[src/hw/rtl/msrs_pkg.sv]
// ----------------------------------------------------------------------------
// msrs_pkg
// Shared types, codes and widths of the multi-rate sensor read scheduler.
// ----------------------------------------------------------------------------
package msrs_pkg;

    localparam int CNT_W   = 16;
    localparam int PER_W   = 16;
    localparam int CMP_W   = (CNT_W > PER_W) ? CNT_W : PER_W;
    localparam int MODE_W  = 2;
    localparam int PHASE_W = 3;
    localparam int KIND_W  = 2;
    localparam int NKIND   = 4;
    localparam int CFG_IDX_W  = 2;
    localparam int CFG_DATA_W = 16;
    localparam int QDEPTH  = 2;
    localparam int QPTR_W  = $clog2(QDEPTH);
    localparam int QCNT_W  = $clog2(QDEPTH + 1);

    typedef logic [MODE_W-1:0]  t_mode;
    typedef logic [PHASE_W-1:0] t_phase;
    typedef logic [KIND_W-1:0]  t_kind;
    typedef logic [CNT_W-1:0]   t_cnt;
    typedef logic [PER_W-1:0]   t_per;
    typedef logic [CFG_IDX_W-1:0] t_cfg_idx;

    localparam t_mode MODE_TICK        = 2'd0;
    localparam t_mode MODE_MOTOR_DONE  = 2'd1;
    localparam t_mode MODE_POWER_DONE  = 2'd2;
    localparam t_mode MODE_DEPTH_READY = 2'd3;

    localparam t_phase PH_READY      = 3'd0;
    localparam t_phase PH_DEPTH_CONV = 3'd1;
    localparam t_phase PH_TEMP_CONV  = 3'd2;
    localparam t_phase PH_DEPTH_READ = 3'd3;
    localparam t_phase PH_TEMP_READ  = 3'd4;

    localparam t_kind KIND_CMD   = 2'd0;
    localparam t_kind KIND_DEPTH = 2'd1;
    localparam t_kind KIND_MOTOR = 2'd2;
    localparam t_kind KIND_POWER = 2'd3;

    localparam t_cfg_idx CFG_DEPTH_PERIOD = 2'd0;
    localparam t_cfg_idx CFG_MOTOR_PERIOD = 2'd1;
    localparam t_cfg_idx CFG_POWER_PERIOD = 2'd2;
    localparam t_cfg_idx CFG_DEPTH_EN     = 2'd3;

    localparam t_per DEPTH_PERIOD_RST = 16'd8;
    localparam t_per MOTOR_PERIOD_RST = 16'd30;
    localparam t_per POWER_PERIOD_RST = 16'd120;

    // one tick's worth of results, bit index equals result kind
    typedef struct packed {
        logic [NKIND-1:0] mask;
        t_phase           phase;
        logic             lost;
    } t_evt;

endpackage

[src/hw/rtl/msrs_req_if.sv]
// ----------------------------------------------------------------------------
// msrs_req_if
// Request channel into the scheduler: mode, I2C phase and transmit ack.
// ----------------------------------------------------------------------------
interface msrs_req_if;
    import msrs_pkg::*;

    logic   valid;
    logic   ready;
    t_mode  mode;
    t_phase i2c_phase_in;
    logic   i2c_ack;

    modport source (output valid, mode, i2c_phase_in, i2c_ack, input ready);
    modport sink   (input valid, mode, i2c_phase_in, i2c_ack, output ready);
endinterface

[src/hw/rtl/msrs_res_if.sv]
// ----------------------------------------------------------------------------
// msrs_res_if
// Result channel out of the scheduler: one event per transfer.
// ----------------------------------------------------------------------------
interface msrs_res_if;
    import msrs_pkg::*;

    logic   valid;
    logic   ready;
    t_kind  kind;
    t_phase i2c_phase_out;
    logic   sensor_lost;
    logic   last;

    modport source (output valid, kind, i2c_phase_out, sensor_lost, last, input ready);
    modport sink   (input valid, kind, i2c_phase_out, sensor_lost, last, output ready);
endinterface

[src/hw/rtl/msrs_front.sv]
// ----------------------------------------------------------------------------
// msrs_front
// Accepts requests, keeps config, counters and flags, builds the event mask.
// ----------------------------------------------------------------------------
module msrs_front (
    input  logic               i_clk,
    input  logic               i_rst_n,
    input  logic               i_cfg_we,
    input  msrs_pkg::t_cfg_idx i_cfg_idx,
    input  logic [msrs_pkg::CFG_DATA_W-1:0] i_cfg_data,
    msrs_req_if.sink           i_req,
    input  logic               i_q_full,
    output logic               o_push,
    output msrs_pkg::t_evt     o_evt
);
    import msrs_pkg::*;

    localparam t_cnt CNT_MAX = '1;

    t_per r_depth_per, r_motor_per, r_power_per;
    logic r_depth_en;
    t_cnt r_depth_cnt, r_motor_cnt, r_power_cnt;
    t_cnt n_depth_cnt, n_motor_cnt, n_power_cnt;
    logic r_motor_idle, r_power_idle, r_pend;
    logic n_motor_idle, n_power_idle, n_pend;
    logic accept;
    t_cnt d_bump, m_bump, p_bump;
    t_phase ph;

    function automatic t_cnt bump(input t_cnt c);
        return (c == CNT_MAX) ? c : c + 1'b1;
    endfunction

    function automatic logic reached(input t_cnt c, input t_per p);
        return CMP_W'(c) >= CMP_W'(p);
    endfunction

    assign i_req.ready = !i_q_full;
    assign accept      = i_req.valid && !i_q_full;
    assign d_bump      = bump(r_depth_cnt);
    assign m_bump      = bump(r_motor_cnt);
    assign p_bump      = bump(r_power_cnt);

    always_comb begin
        n_depth_cnt  = r_depth_cnt;
        n_motor_cnt  = r_motor_cnt;
        n_power_cnt  = r_power_cnt;
        n_motor_idle = r_motor_idle;
        n_power_idle = r_power_idle;
        n_pend       = r_pend;
        o_evt        = '0;
        o_push       = 1'b0;
        ph           = i_req.i2c_phase_in;
        if (ph == PH_DEPTH_CONV) begin
            ph = PH_DEPTH_READ;
        end else if (ph == PH_TEMP_CONV) begin
            ph = PH_TEMP_READ;
        end
        if (accept) begin
            case (i_req.mode)
                MODE_MOTOR_DONE:  n_motor_idle = 1'b1;
                MODE_POWER_DONE:  n_power_idle = 1'b1;
                MODE_DEPTH_READY: n_pend = 1'b1;
                MODE_TICK: begin
                    if (r_pend) begin
                        o_evt.mask[KIND_CMD] = 1'b1;
                        o_evt.phase = i_req.i2c_ack ? ph : PH_READY;
                        o_evt.lost  = !i_req.i2c_ack;
                        n_pend = 1'b0;
                    end
                    if (r_depth_en) begin
                        n_depth_cnt = d_bump;
                        if (reached(d_bump, r_depth_per)) begin
                            o_evt.mask[KIND_DEPTH] = 1'b1;
                            n_depth_cnt = '0;
                        end
                    end
                    n_motor_cnt = m_bump;
                    if (reached(m_bump, r_motor_per) && r_motor_idle) begin
                        o_evt.mask[KIND_MOTOR] = 1'b1;
                        n_motor_cnt  = '0;
                        n_motor_idle = 1'b0;
                    end
                    n_power_cnt = p_bump;
                    if (reached(p_bump, r_power_per) && r_power_idle) begin
                        o_evt.mask[KIND_POWER] = 1'b1;
                        n_power_cnt  = '0;
                        n_power_idle = 1'b0;
                    end
                    o_push = (o_evt.mask != '0);
                end
                default: ;
            endcase
        end
    end

    always_ff @(posedge i_clk) begin
        if (!i_rst_n) begin
            r_depth_per  <= DEPTH_PERIOD_RST;
            r_motor_per  <= MOTOR_PERIOD_RST;
            r_power_per  <= POWER_PERIOD_RST;
            r_depth_en   <= 1'b1;
            r_depth_cnt  <= '0;
            r_motor_cnt  <= '0;
            r_power_cnt  <= '0;
            r_motor_idle <= 1'b1;
            r_power_idle <= 1'b1;
            r_pend       <= 1'b0;
        end else begin
            r_depth_cnt  <= n_depth_cnt;
            r_motor_cnt  <= n_motor_cnt;
            r_power_cnt  <= n_power_cnt;
            r_motor_idle <= n_motor_idle;
            r_power_idle <= n_power_idle;
            r_pend       <= n_pend;
            if (i_cfg_we) begin
                case (i_cfg_idx)
                    CFG_DEPTH_PERIOD: r_depth_per <= PER_W'(i_cfg_data);
                    CFG_MOTOR_PERIOD: r_motor_per <= PER_W'(i_cfg_data);
                    CFG_POWER_PERIOD: r_power_per <= PER_W'(i_cfg_data);
                    CFG_DEPTH_EN:     r_depth_en  <= i_cfg_data[0];
                    default: ;
                endcase
            end
        end
    end
endmodule

[src/hw/rtl/msrs_queue.sv]
// ----------------------------------------------------------------------------
// msrs_queue
// Short FIFO of per-tick event records between front and back.
// ----------------------------------------------------------------------------
module msrs_queue (
    input  logic           i_clk,
    input  logic           i_rst_n,
    input  logic           i_push,
    input  msrs_pkg::t_evt i_evt,
    input  logic           i_pop,
    output msrs_pkg::t_evt o_head,
    output logic           o_empty,
    output logic           o_full
);
    import msrs_pkg::*;

    t_evt              r_mem [QDEPTH];
    logic [QPTR_W-1:0] r_wr_ptr, r_rd_ptr;
    logic [QCNT_W-1:0] r_cnt;

    assign o_head  = r_mem[r_rd_ptr];
    assign o_empty = (r_cnt == '0);
    assign o_full  = (r_cnt == QCNT_W'(QDEPTH));

    always_ff @(posedge i_clk) begin
        if (i_push) begin
            r_mem[r_wr_ptr] <= i_evt;
        end
    end

    always_ff @(posedge i_clk) begin
        if (!i_rst_n) begin
            r_wr_ptr <= '0;
            r_rd_ptr <= '0;
            r_cnt    <= '0;
        end else begin
            if (i_push) begin
                r_wr_ptr <= r_wr_ptr + 1'b1;
            end
            if (i_pop) begin
                r_rd_ptr <= r_rd_ptr + 1'b1;
            end
            if (i_push && !i_pop) begin
                r_cnt <= r_cnt + 1'b1;
            end else if (i_pop && !i_push) begin
                r_cnt <= r_cnt - 1'b1;
            end
        end
    end
endmodule

[src/hw/rtl/msrs_back.sv]
// ----------------------------------------------------------------------------
// msrs_back
// Serializes each record into registered results, one per cycle while ready.
// ----------------------------------------------------------------------------
module msrs_back (
    input  logic           i_clk,
    input  logic           i_rst_n,
    input  msrs_pkg::t_evt i_head,
    input  logic           i_empty,
    output logic           o_pop,
    msrs_res_if.source     o_res
);
    import msrs_pkg::*;

    logic             r_valid, r_lost, r_last;
    t_kind            r_kind;
    t_phase           r_phase;
    logic [NKIND-1:0] r_rem;
    logic             load, use_rem, have;
    logic [NKIND-1:0] src, low, rest;
    t_kind            k;

    assign load    = !r_valid || o_res.ready;
    assign use_rem = (r_rem != '0);
    assign src     = use_rem ? r_rem : i_head.mask;
    assign have    = use_rem || !i_empty;
    assign o_pop   = load && !use_rem && !i_empty;
    assign rest    = src & ~low;

    always_comb begin
        k   = KIND_CMD;
        low = '0;
        for (int i = NKIND - 1; i >= 0; i--) begin
            if (src[i]) begin
                k   = KIND_W'(i);
                low = '0;
                low[i] = 1'b1;
            end
        end
    end

    always_ff @(posedge i_clk) begin
        if (!i_rst_n) begin
            r_valid <= 1'b0;
            r_rem   <= '0;
        end else if (load) begin
            r_valid <= have;
            if (have) begin
                r_rem <= rest;
            end
        end
    end

    always_ff @(posedge i_clk) begin
        if (load && have) begin
            r_kind  <= k;
            r_last  <= (rest == '0);
            r_phase <= (k == KIND_CMD) ? i_head.phase : PH_READY;
            r_lost  <= (k == KIND_CMD) ? i_head.lost : 1'b0;
        end
    end

    assign o_res.valid         = r_valid;
    assign o_res.kind          = r_kind;
    assign o_res.i2c_phase_out = r_phase;
    assign o_res.sensor_lost   = r_lost;
    assign o_res.last          = r_last;
endmodule

[src/hw/rtl/multi_rate_sensor_read_scheduler.sv]
// ----------------------------------------------------------------------------
// multi_rate_sensor_read_scheduler
// Tick-driven scheduler of depth, motor and power sensor read requests.
//
//   channel  dir  carries                                 handshake
//   i_req    in   mode, i2c_phase_in, i2c_ack             valid / ready
//   o_res    out  kind, i2c_phase_out, sensor_lost, last  valid / ready
//   i_cfg_*  in   register index, write data              write enable only
//
// a request is taken every cycle while the two-entry event queue has room
// a tick yields zero to four results, sent one per cycle from the back end
// while the output port is ready, so the output port paces the results of a tick
// non-tick requests and ticks without results finish in the cycle they enter
// reset is synchronous, active low, and restores the register defaults
// ----------------------------------------------------------------------------
module multi_rate_sensor_read_scheduler (
    input  logic               i_clk,
    input  logic               i_rst_n,
    input  logic               i_cfg_we,
    input  msrs_pkg::t_cfg_idx i_cfg_idx,
    input  logic [msrs_pkg::CFG_DATA_W-1:0] i_cfg_data,
    msrs_req_if.sink           i_req,
    msrs_res_if.source         o_res
);
    import msrs_pkg::*;

    logic push, pop, q_empty, q_full;
    t_evt evt, head;

    msrs_front u_front (
        .i_clk      (i_clk),
        .i_rst_n    (i_rst_n),
        .i_cfg_we   (i_cfg_we),
        .i_cfg_idx  (i_cfg_idx),
        .i_cfg_data (i_cfg_data),
        .i_req      (i_req),
        .i_q_full   (q_full),
        .o_push     (push),
        .o_evt      (evt)
    );

    msrs_queue u_queue (
        .i_clk   (i_clk),
        .i_rst_n (i_rst_n),
        .i_push  (push),
        .i_evt   (evt),
        .i_pop   (pop),
        .o_head  (head),
        .o_empty (q_empty),
        .o_full  (q_full)
    );

    msrs_back u_back (
        .i_clk   (i_clk),
        .i_rst_n (i_rst_n),
        .i_head  (head),
        .i_empty (q_empty),
        .o_pop   (pop),
        .o_res   (o_res)
    );
endmodule

[src/flat_wrapper.sv]
// flat-port wrapper written by rule: the top's interface ports become plain ports
module multi_rate_sensor_read_scheduler_flat import msrs_pkg::*;
  (i_clk, i_rst_n, i_cfg_we, i_cfg_idx, i_cfg_data, i_req_valid, i_req_mode, i_req_i2c_phase_in, i_req_i2c_ack, i_req_ready, o_res_valid, o_res_kind, o_res_i2c_phase_out, o_res_sensor_lost, o_res_last, o_res_ready);
  msrs_req_if i_req_i ();
  msrs_res_if o_res_i ();
  input  logic i_clk;
  input  logic i_rst_n;
  input  logic i_cfg_we;
  input  msrs_pkg::t_cfg_idx i_cfg_idx;
  input  logic [msrs_pkg::CFG_DATA_W-1:0] i_cfg_data;
  input wire logic [$bits(i_req_i.valid)-1:0] i_req_valid;
  input wire logic [$bits(i_req_i.mode)-1:0] i_req_mode;
  input wire logic [$bits(i_req_i.i2c_phase_in)-1:0] i_req_i2c_phase_in;
  input wire logic [$bits(i_req_i.i2c_ack)-1:0] i_req_i2c_ack;
  output wire logic [$bits(i_req_i.ready)-1:0] i_req_ready;
  output wire logic [$bits(o_res_i.valid)-1:0] o_res_valid;
  output wire logic [$bits(o_res_i.kind)-1:0] o_res_kind;
  output wire logic [$bits(o_res_i.i2c_phase_out)-1:0] o_res_i2c_phase_out;
  output wire logic [$bits(o_res_i.sensor_lost)-1:0] o_res_sensor_lost;
  output wire logic [$bits(o_res_i.last)-1:0] o_res_last;
  input wire logic [$bits(o_res_i.ready)-1:0] o_res_ready;
  assign i_req_i.valid = i_req_valid;
  assign i_req_i.mode = i_req_mode;
  assign i_req_i.i2c_phase_in = i_req_i2c_phase_in;
  assign i_req_i.i2c_ack = i_req_i2c_ack;
  assign i_req_ready = i_req_i.ready;
  assign o_res_valid = o_res_i.valid;
  assign o_res_kind = o_res_i.kind;
  assign o_res_i2c_phase_out = o_res_i.i2c_phase_out;
  assign o_res_sensor_lost = o_res_i.sensor_lost;
  assign o_res_last = o_res_i.last;
  assign o_res_i.ready = o_res_ready;
  multi_rate_sensor_read_scheduler u_core (.i_clk(i_clk), .i_rst_n(i_rst_n), .i_cfg_we(i_cfg_we), .i_cfg_idx(i_cfg_idx), .i_cfg_data(i_cfg_data), .i_req(i_req_i), .o_res(o_res_i));
endmodule
[config.mk]
export PLATFORM = sky130hd
export DESIGN_NAME = multi_rate_sensor_read_scheduler_flat
export DESIGN_NICKNAME = d
export VERILOG_FILES = /design/src/hw/rtl/msrs_pkg.sv /design/src/hw/rtl/msrs_req_if.sv /design/src/hw/rtl/msrs_res_if.sv /design/src/hw/rtl/msrs_front.sv /design/src/hw/rtl/msrs_queue.sv /design/src/hw/rtl/msrs_back.sv /design/src/hw/rtl/multi_rate_sensor_read_scheduler.sv /design/src/flat_wrapper.sv
export SDC_FILE = /design/constraint.sdc
export NUM_CORES = 1
export LEC_CHECK = 0
export BUFFER_PORTS_ARGS = -buffer_cell sky130_fd_sc_hd__buf_4
export CELL_PAD_IN_SITES_DETAIL_PLACEMENT = 1
export CELL_PAD_IN_SITES_GLOBAL_PLACEMENT = 1
export CORE_MARGIN = 5
export CORE_UTILIZATION = 47
export DETAILED_ROUTE_END_ITERATION = 7
export PLACE_DENSITY_LB_ADDON = 0.1
export REMOVE_ABC_BUFFERS = 1
export SLEW_MARGIN = 15
export SYNTH_ARGS = -nofsm -noshare
export SYNTH_HDL_FRONTEND = slang
export SYNTH_SLANG_ARGS = --single-unit
[constraint.sdc]
create_clock -name i_clk -period 5.56 [get_ports i_clk]
set_input_delay 1.112 -clock i_clk [delete_from_list [all_inputs] [get_ports i_clk]]
set_output_delay 1.112 -clock i_clk [all_outputs]
set_load 0.005 [all_outputs]
After elaboration in Yosys (flattened, before gate mapping)
Memories as Yosys holds them, arrays and structs flattened. A register that Yosys moved wholly into a read port is not among the register bits.
Cells that the tools add are included.
W data, S select, Z words.
{"block": "word_totals", "reg_bits": 116, "ramBits": 16, "inputBits": 29, "wordCells": 130, "mem_count": 1}
{"memory": "u_core.u_queue.r_mem", "depth": 2, "width": 8, "rd": 1, "rd_ports_with_merged_regs": 1, "write_ports": 1, "line_no": "msrs_queue.sv:17", "text": "t_evt r_mem [QDEPTH];"}
{"block": "classes", "n_addsub": 7, "magnitude_cmp": 3, "n_eq_ne": 14, "mux": 46, "bitwise_logic": 2, "reduce_logical": 38}
{"cell": "$mux W16", "count": 6}
{"cell": "$add A16 B1 Y16 const B", "count": 3}
{"cell": "$eq A16 B16 Y1 const B", "count": 3}
{"cell": "$ge A16 B16 Y1", "count": 3}
{"cell": "$mux W4", "count": 5}
{"cell": "$mux W1", "count": 18}
{"cell": "$mux W8", "count": 2}
{"cell": "$mux W5", "count": 3}
{"cell": "$reduce_and A2 Y1", "count": 7}
{"cell": "$mux W2", "count": 6}
{"cell": "$eq A2 B2 Y1 const B", "count": 5}
{"cell": "$mux W3", "count": 3}
{"cell": "$reduce_and A3 Y1", "count": 3}
{"cell": "$logic_and A1 B1 Y1", "count": 8}
{"cell": "$logic_not A2 Y1", "count": 4}
{"cell": "$reduce_bool A2 Y1", "count": 4}
{"cell": "$reduce_bool A4 Y1", "count": 2}
{"cell": "$logic_not A1 Y1", "count": 7}
{"cell": "$pmux W1 S2", "count": 3}
{"cell": "$and A4 B4 Y4", "count": 1}
{"cell": "$eq A2 B1 Y1 const B", "count": 2}
{"cell": "$logic_not A4 Y1", "count": 1}
{"cell": "$ne A2 B2 Y1 const B", "count": 2}
{"cell": "$not A4 Y4", "count": 1}
{"cell": "other kinds (6)", "count": 8}

Longest topological paths before layout
Gate-level depths: netlist of run 1.
{"block": "depth", "word_depth": 14, "mapped_depth": 17, "depth_no_buf": 16}

Hierarchy
A second synthesis of run 1 with hierarchy kept.
{"block": "hier_totals", "cells_unflattened": 891, "area_unflattened_um2": 7425.9}
{"mod": "msrs_front", "instances": 1, "cells_each": 795, "area_each_um2": 6097.1}
{"mod": "msrs_queue", "instances": 1, "cells_each": 47, "area_each_um2": 794.5}
{"mod": "msrs_back", "instances": 1, "cells_each": 49, "area_each_um2": 534.3}

Worst setup path after synthesis of run 1
No wires, ideal clock.
{"block": "synth_path", "path_kind": "register to register", "start": "register u_core.u_front.r_power_cnt[3]", "end": "register u_core.u_queue.r_cnt[1]", "arrival_ns": 4.076, "setup_slack_ns": 1.414, "stages_incl_launch_ff": 16, "path_buffers": 2, "path_cell_list": "dfxtp_1 > buf_2 > and3_1 > nand4_1 > or3_1 > clkbuf_1 > xnor2_1 > ha_1 > nand2b_1 > a2111o_1 > a311o_1 > o211a_1 > or3_4 > ha_1 > or3_1 > a21oi_1"}
{"block": "synth_between", "elab_chain_len": 13, "elab_cells_between_ends": 16, "cone_classes": "add/sub: 1; order compare: 1; eq/ne: 1; mux: 7; reduce/logical: 6"}
{"item": "start: declaration", "line_no": "msrs_front.sv:22", "text": "t_cnt r_depth_cnt, r_motor_cnt, r_power_cnt;"}
{"item": "start signal: assignment", "line_no": "msrs_front.sv:112", "text": "r_power_cnt <= n_power_cnt;"}
{"item": "$add A16 B1 Y16 or $eq A16 B16 Y1 (tied branches)", "line_no": "msrs_front.sv:31", "text": "return (c == CNT_MAX) ? c : c + 1'b1;"}
{"item": "$mux W16 (*)", "line_no": "msrs_front.sv:31"}
{"item": "$ge A16 B16 Y1 (*)", "line_no": "msrs_front.sv:35", "text": "return CMP_W'(c) >= CMP_W'(p);"}
{"item": "$logic_and A1 B1 Y1 (*)", "line_no": "msrs_front.sv:85", "text": "if (reached(p_bump, r_power_per) && r_power_idle) begin"}
{"item": "$mux W1 (*)", "line_no": "msrs_front.sv:85"}
{"item": "$mux W1 (*)", "line_no": "msrs_front.sv:60", "text": "case (i_req.mode)"}
{"item": "$mux W1 (*)", "line_no": "msrs_front.sv:59", "text": "if (accept) begin"}
{"item": "$reduce_bool A4 Y1 (*)", "line_no": "msrs_front.sv:90", "text": "o_push = (o_evt.mask != '0);"}
{"item": "$mux W1 (*)", "line_no": "msrs_front.sv:60"}
{"item": "$mux W1 (*)", "line_no": "msrs_front.sv:59"}
{"item": "named net u_core.push", "line_no": "multi_rate_sensor_read_scheduler.sv:27", "text": "logic push, pop, q_empty, q_full;"}
{"item": "$logic_not A1 Y1", "line_no": "msrs_queue.sv:45", "text": "end else if (i_pop && !i_push) begin"}
{"item": "$logic_and A1 B1 Y1", "line_no": "msrs_queue.sv:45"}
{"item": "$reduce_bool A2 Y1 (no line)"}
{"item": "end signal: assignment", "line_no": "msrs_queue.sv:44", "text": "r_cnt <= r_cnt + 1'b1;"}
{"item": "end signal: assignment", "line_no": "msrs_queue.sv:46", "text": "r_cnt <= r_cnt - 1'b1;"}
{"item": "end: declaration", "line_no": "msrs_queue.sv:19", "text": "logic [QCNT_W-1:0] r_cnt;"}
Mark *: on every way through the listed nets, which the timed path passes. The rest lies on a longest branch. The select of a mux whose other input is x is not followed.
A chain may end at the register's enable or synchronous reset.

Worst setup path in the final report of run 1
{"block": "layout_path", "start": "register u_core.u_front.r_depth_cnt[0]", "end": "register u_core.u_queue.r_cnt[1]"}
{"block": "layout_between", "elab_chain_len": 13, "elab_cells_between_ends": 16, "cone_classes": "add/sub: 1; order compare: 1; eq/ne: 1; mux: 8; reduce/logical: 5"}
{"item": "start: declaration", "line_no": "msrs_front.sv:22"}
{"item": "start signal: assignment", "line_no": "msrs_front.sv:110", "text": "r_depth_cnt <= n_depth_cnt;"}
{"item": "$add A16 B1 Y16 or $eq A16 B16 Y1 (tied branches)", "line_no": "msrs_front.sv:31"}
{"item": "$mux W16 (*)", "line_no": "msrs_front.sv:31"}
{"item": "$ge A16 B16 Y1 (*)", "line_no": "msrs_front.sv:35"}
{"item": "$mux W1 (*)", "line_no": "msrs_front.sv:73", "text": "if (reached(d_bump, r_depth_per)) begin"}
{"item": "$mux W1 (*)", "line_no": "msrs_front.sv:71", "text": "if (r_depth_en) begin"}
{"item": "$mux W1 (*)", "line_no": "msrs_front.sv:60"}
{"item": "$mux W1 (*)", "line_no": "msrs_front.sv:59"}
{"item": "$reduce_bool A4 Y1 (*)", "line_no": "msrs_front.sv:90"}
{"item": "$mux W1 (*)", "line_no": "msrs_front.sv:60"}
{"item": "$mux W1 (*)", "line_no": "msrs_front.sv:59"}
{"item": "named net u_core.push", "line_no": "multi_rate_sensor_read_scheduler.sv:27"}
{"item": "$logic_not A1 Y1", "line_no": "msrs_queue.sv:45"}
{"item": "$logic_and A1 B1 Y1", "line_no": "msrs_queue.sv:45"}
{"item": "$reduce_bool A2 Y1 (no line)"}
Marked as above.

==> out/qor.yml, run 1 <==
floorplanning:
  start_util: 0.476
  fp-row-count: 46
  ioPinCount: 38
  core_region_area_um2: 15800
  fp.dieW_um: 136
  fp.dieH_um: 136
  die_area_um2: 18600
clock_network:
  clock-sinks: 132
  htree_levels: 4
  clock_path_buffers: 2
  numCtsBuffers: 17
  root_buffer: "clkbuf_16"
  clk_pin_slew_worst_paths_ps: 60
  hold_buffers: 0
  cts_resized: 0
  cts_setup_buffers: 0
  cts_tree: "yes"
  clk_latency_ps: 430
power:
  p_switching_w: 0.000795
  sequentialPowerShare: 0.423
  switching_share: 0.298
  leakage_nw: 3.21
  total_power_w: 0.00266
  p_comb_frac: 0.185
  pwr-share-clk: 0.392
  peakVddDrop_uv: 235
  p_int_w: 0.00187
  power_density_nw_per_um2: 314
synthesis:
  synthDistinctLibCells: 63
  synth_ff_type: "dfxtp_1"
  synthCells: 930
  synth-seq-cells: 132
  yosys_warnings: 0
  synth_area_leader_cell: "dfxtp_1"
  avgSynthCellArea_um2: 8.07
  synth_top_area_share: 0.291
  synth-edff-count: 23
  ys_seq_area_frac: 0.383
  netlist_area_um2: 7500
  async_flop_share: 0
  synthTopCellsByArea: "dfxtp_1, edfxtp_1, ha_1"
run:
  cap_violations: 0
sta:
  grt_setup_unrepaired: "false"
  report.final.slew_viol_count: 0
  finalSetupViolCount: 0
  hold_viol_final: 0
  slew_headroom: 0.320
  finalSetupTns_ps: 0
  timing.fmax_mhz: 214
  layout_min_cycle_time_ps: 4680
  worstMarginPinSlew_ps: 1020
  fin_crit_sh: 0.842
  clock_skew_ps: 14.1
worst_setup_path:
  crit_fanout: 11
  ff2ff_setup_slack_ps: 880
  critPathKind: "reg -> reg"
  critical_path_arrival_ps: 5030
  timing.critical_path.to_type: "flop"
  cp_data_required_time_ps: 5910
  startpoint_type: "flop"
global_routing:
  grtUsageMet2: 0.431
  met3_usage: 0.0352
  grt_max_degree: 65
  grt_remaining_overflow: 0
  antenna_found_initial: 0
  grt_pass1_vias: 7180
  use_met1: 0.298
  grt_pass1_wl_mm: 36.0
  grt.total_usage: 0.244
  grt.busiest_layer: "met2"
layout:
  synthToLayoutAreaGrowth_pct: 13.0
  drive_gt1_frac: 0.101
  layout_commonest_cell: "nand2_1"
  diodes: 0
  finalNetCount: 1033
  fillers: 1958
  final_cell_mix: "nand2_1, dfxtp_1, a21oi_1, inv_1, ha_1"
  final_area_um2: 8480
placed_design:
  hpwl_mm: 15.9
  gp_congestion: 0.879
  port_buffers: 37
  placed_cell_area_um2: 7930
routing:
  routed_wl_mm: 21.8
  via_per_inst: 5.79
  wire_per_inst_um: 18.5
  dr.first_iter.drc_count: 312
  drc: 0
  ant_nets: 0
  drt-pass1-iter-count: 4
  vias: 6815
min_path:
  hold_path_class: "reg -> reg"
status:
  outcome: "completed"
[final cells by class]
type	count	area, um2	share of cell area
clock buffer	18	429	0.0506
multi-input combinational	694	4240	0.500
tap	216	270	0.0319
inverter	61	229	0.0270
sequential	132	2870	0.339
timing repair buffer	43	323	0.0381
clock inverter	14	114	0.0134
[per-layer routing]
metal / vias to the layer above / share of wire
met1: 3308 / 0.44
met5: - / 0
met3: 47 / 0.033
li1: 3324 / -
met2: 136 / 0.50
met4: 0 / 0.026
[flip-flops by register name (all words and copies together), names as in the netlist, 2 cells and up, named ones only]
signal / cells
u_core.u_front.r_motor_cnt: 16
u_core.u_back.r_rem: 3
u_core.u_front.r_depth_cnt: 16
u_core.u_queue.r_cnt: 2
u_core.u_front.r_power_per: 16
u_core.u_back.o_res.i2c_phase_out: 3
u_core.u_front.r_depth_per: 16
u_core.u_front.r_motor_per: 16
u_core.u_queue.r_mem: 16
u_core.u_back.o_res.kind: 2
u_core.u_front.r_power_cnt: 16
[through the flow]
stage / worst slack, ps / hold WS (ps) / cells / utilization
6_report: 879 / 455 / 1178 / 0.537
4_1_cts: 916 / 459 / 1178 / 0.537
3_3_place_gp: 1190 / 443 / 1146 / 0.503
2_1_floorplan: 1440 / 436 / 887 / -
3_5_place_dp: 936 / 451 / 1146 / 0.503
5_1_grt: 570 / 478 / 1178 / 0.537
[power by group through the flow]
stage               logic, W  clock network [W]  registers [W]
global placement    0.000460                  0        0.00114
global route        0.000548            0.00111        0.00114
CTS                 0.000496            0.00106        0.00113
detailed placement  0.000486                  0        0.00115
floorplan           0.000304                  0        0.00114
finish              0.000492            0.00105        0.00113
[cell usage after synthesis, types with 9 or more instances]
cell      count
xnor2_1      26
o21ai_0      27
o211ai_1     18
a22oi_1       9
nor2_1       46
o22ai_1      10
ha_1         55
nand2_1     165
a31oi_1       9
edfxtp_1     23
a21oi_1     103
nand2b_1      9
clkbuf_1     35
or3_1        11
nor3_1       23
inv_1        61
nand4_1      18
dfxtp_1     109
nand3_1      43
mux2i_1      11
and3_1       13
[kinds of logic (layout without fill, tap and decap cells)]
| kind of cell | Yosys count | after routing | share of synthesized area |
|---|---|---|---|
| compound gates | 219 | 219 | 0.178 |
| xor+xnor | 34 | 34 | 0.0397 |
| fa+ha+maj | 55 | 55 | 0.0917 |
| buf+inv | 104 | 136 | 0.0532 |
| flops | 132 | 132 | 0.383 |
| mux | 17 | 17 | 0.0237 |
| simple gates | 369 | 369 | 0.231 |
[worst paths after layout]
| kind | start | depth (start not counted) | endpoint |
|---|---|---|---|
| max | u_core.u_front.r_depth_cnt[0] | 14 | u_core.u_queue.r_cnt[1] |
| min | u_core.u_front.r_power_per[9] | 2 | u_core.u_front.r_power_per[9] |
| max reg2reg | u_core.u_front.r_depth_cnt[0] | 14 | u_core.u_queue.r_cnt[1] |
| min reg2reg | u_core.u_front.r_power_per[9] | 2 | u_core.u_front.r_power_per[9] |
[worst max-delay path, stage by stage, from the launching register on]
cell and delay (ps):
dfxtp_1 430, ha_1 220, nand2_1 150, nor3_1 440
nand2_1 370, xnor2_1 290, ha_1 260, nand2b_1 140
a2111oi_1 470, o311ai_2 280, o21ba_2 330, or3_4 380
ha_1 320, or3_1 370, a21oi_1 150
Power figures use the tool's default switching activity.
==> inputs of run 2 (changes only) <==
--- a/config.mk
+++ b/config.mk
@@ -9,7 +9,7 @@
 export CELL_PAD_IN_SITES_DETAIL_PLACEMENT = 1
 export CELL_PAD_IN_SITES_GLOBAL_PLACEMENT = 1
 export CORE_MARGIN = 5
-export CORE_UTILIZATION = 47
+export CORE_UTILIZATION = 42
 export DETAILED_ROUTE_END_ITERATION = 7
 export PLACE_DENSITY_LB_ADDON = 0.1
 export REMOVE_ABC_BUFFERS = 1
==> constraint.sdc (replaced) <==
create_clock -name i_clk -period 4.09 [get_ports i_clk]
set_input_delay 0.818 -clock i_clk [delete_from_list [all_inputs] [get_ports i_clk]]
set_output_delay 0.818 -clock i_clk [all_outputs]
set_load 0.005 [all_outputs]
==> out/qor.yml, run 2 (synthesis gave the netlist of run 1 again) <==
routing:
  routed_wl_mm: 23.6
  via_per_inst: 5.71
  wire_per_inst_um: 19.1
  drc: 0
  dr.first_iter.drc_count: 273
  drt-pass1-iter-count: 4
  vias: 7061
  ant_nets: 0
worst_setup_path:
  crit_fanout: 5
  cp_top_family: "simple AND/OR/NAND/NOR gates"
  rr_endpoint: "u_core.u_queue.r_cnt[1]"
  critPathKind: "reg -> reg"
  setup.worst_path.start: "u_core.u_front.r_motor_cnt[10]"
  path_buf_inv: 2
  path_cells: "nand4_1 -> or4b_4 -> buf_4 -> o21ai_2 -> buf_4 -> xnor2_1 -> ha_1 -> a21oi_2 -> o21a_1 -> o32ai_4 -> o311a_1 -> or3_4 -> ha_4 -> xor2_1 -> or3_4 -> a21oi_2"
  slowest_delay_ps: 530
  cp_data_required_time_ps: 4440
  ff2ff_setup_slack_ps: -10
  startpoint_type: "flop"
  critical_path_arrival_ps: 4450
  reg2reg_from: "u_core.u_front.r_motor_cnt[10]"
  ff2ff_path_depth: 16
  cp_slowest_cell: "or4b_4"
  timing.critical_path.to_type: "flop"
global_routing:
  antenna_found_initial: 0
  grt.total_usage: 0.229
  grt_max_degree: 60
  grt_pass1_wl_mm: 37.6
  grt_remaining_overflow: 0
  grt_pass1_vias: 7465
sta:
  setup_slack_ps: -11.5
  hold_viol_final: 0
  report.final.slew_viol_count: 0
  clock_skew_ps: 9.14
  finalSetupTns_ps: -11.5
  fin_crit_sh: 1.00
  worstMarginPinSlew_ps: 1100
  slew_headroom: 0.264
  finalSetupViolCount: 1
  timing.fmax_mhz: 244
  layout_min_cycle_time_ps: 4100
  grt_setup_unrepaired: "true"
floorplanning:
  fp.dieW_um: 144
  core_region_area_um2: 17400
  die_area_um2: 20600
  fp-row-count: 48
  ioPinCount: 38
  start_util: 0.431
  fp.dieH_um: 144
min_path:
  hold_end: "u_core.u_front.r_motor_per[6]"
  min_from: "u_core.u_front.r_motor_per[6]"
  hold_path_class: "reg -> reg"
  whs_path_depth: 2
placed_design:
  hpwl_mm: 16.7
  preCtsSetupSlack_ps: -68.8
  gp_congestion: 0.873
  port_buffers: 37
clock_network:
  htree_levels: 4
  cts_tree: "yes"
  clock-sinks: 132
  root_buffer: "clkbuf_16"
  clk_pin_slew_worst_paths_ps: 60
  numCtsBuffers: 17
  clock_path_buffers: 2
  clk_latency_ps: 420
layout:
  layout_commonest_cell: "nand2_1"
  synthToLayoutAreaGrowth_pct: 22.3
  diodes: 0
  finalNetCount: 1083
  drive_gt1_frac: 0.192
  final_cell_mix: "nand2_1, a21oi_1, dfxtp_1, buf_4, inv_1"
run:
  cap_violations: 0
status:
  outcome: "complete, but fails checks"
  violations: "negative setup slack"
power:
  power_density_nw_per_um2: 421
  peakVddDrop_uv: 350
  leakage_nw: 3.55
## run 2: worst max path at each step
| stage | to | slack [ps] | cells after the start |
|---|---|---|---|
| global placement | u_core.u_queue.r_cnt[1] | 50 | 14 |
| global route | u_core.u_queue.r_cnt[1] | -120 | 15 |
| floorplan | u_core.u_queue.r_cnt[1] | -30 | 13 |
| finish | u_core.u_queue.r_cnt[1] | -10 | 16 |
| CTS | u_core.u_queue.r_cnt[1] | 10 | 16 |
| detailed placement | u_core.u_queue.r_cnt[1] | -70 | 15 |
## run 2: report_power, final
| group | internal [W] | total, W | switching, W |
|---|---|---|---|
| registers | 0.00146 | 0.00153 | 0.0000747 |
| clock network | 0.000999 | 0.00159 | 0.000593 |
| logic | 0.000288 | 0.000736 | 0.000447 |
## run 2: repair_timing
action | in CTS | in global routing
setup buffers | 2 | 6
endpoints found under the setup margin | 10 | 31
resized for setup | 10 | 51
hold buffers | 0 | 0
endpoints found under the hold margin | 0 | 0
pin swaps | 3 | 16
## run 2: per-layer routing
metal | wire (um) | track usage | vias up
li1 | - | - | 3411
met1 | 10400 | 0.281 | 3502
met2 | 12000 | 0.409 | 107
met3 | 701 | 0.0386 | 41
met4 | 514 | 0.0714 | 0
met5 | 0 | 0 | -
## run 2: final cells by class
class                           count  area (um2)
Sequential cell                   132        2900
Timing Repair Buffer               93         711
Fill cell                        2090        8240
Tap cell                          225         282
Clock inverter                     11         150
Multi-Input combinational cell    694        4440
Inverter                           61         229
Clock buffer                       21         462
## run 2: per-stage QoR
step	hold slack [ps]	total power [W]	instances	area (um2)	util
4_1_cts	462	0.00385	1231	8930	0.513
2_1_floorplan	436	0.00196	887	7330	-
6_report	459	0.00386	1237	9170	0.527
3_5_place_dp	451	0.00225	1197	8270	0.475
5_1_grt	480	0.00403	1237	9170	0.527
3_3_place_gp	444	0.00219	1197	8270	0.475
## run 2: tightest hold or removal path, delay by kind of cell, from the launching register on
kind	cells	cell delay, ps
AND/OR/NAND/NOR	1	50
AO/OA/AOI/OAI	1	50
flip-flops	1	310
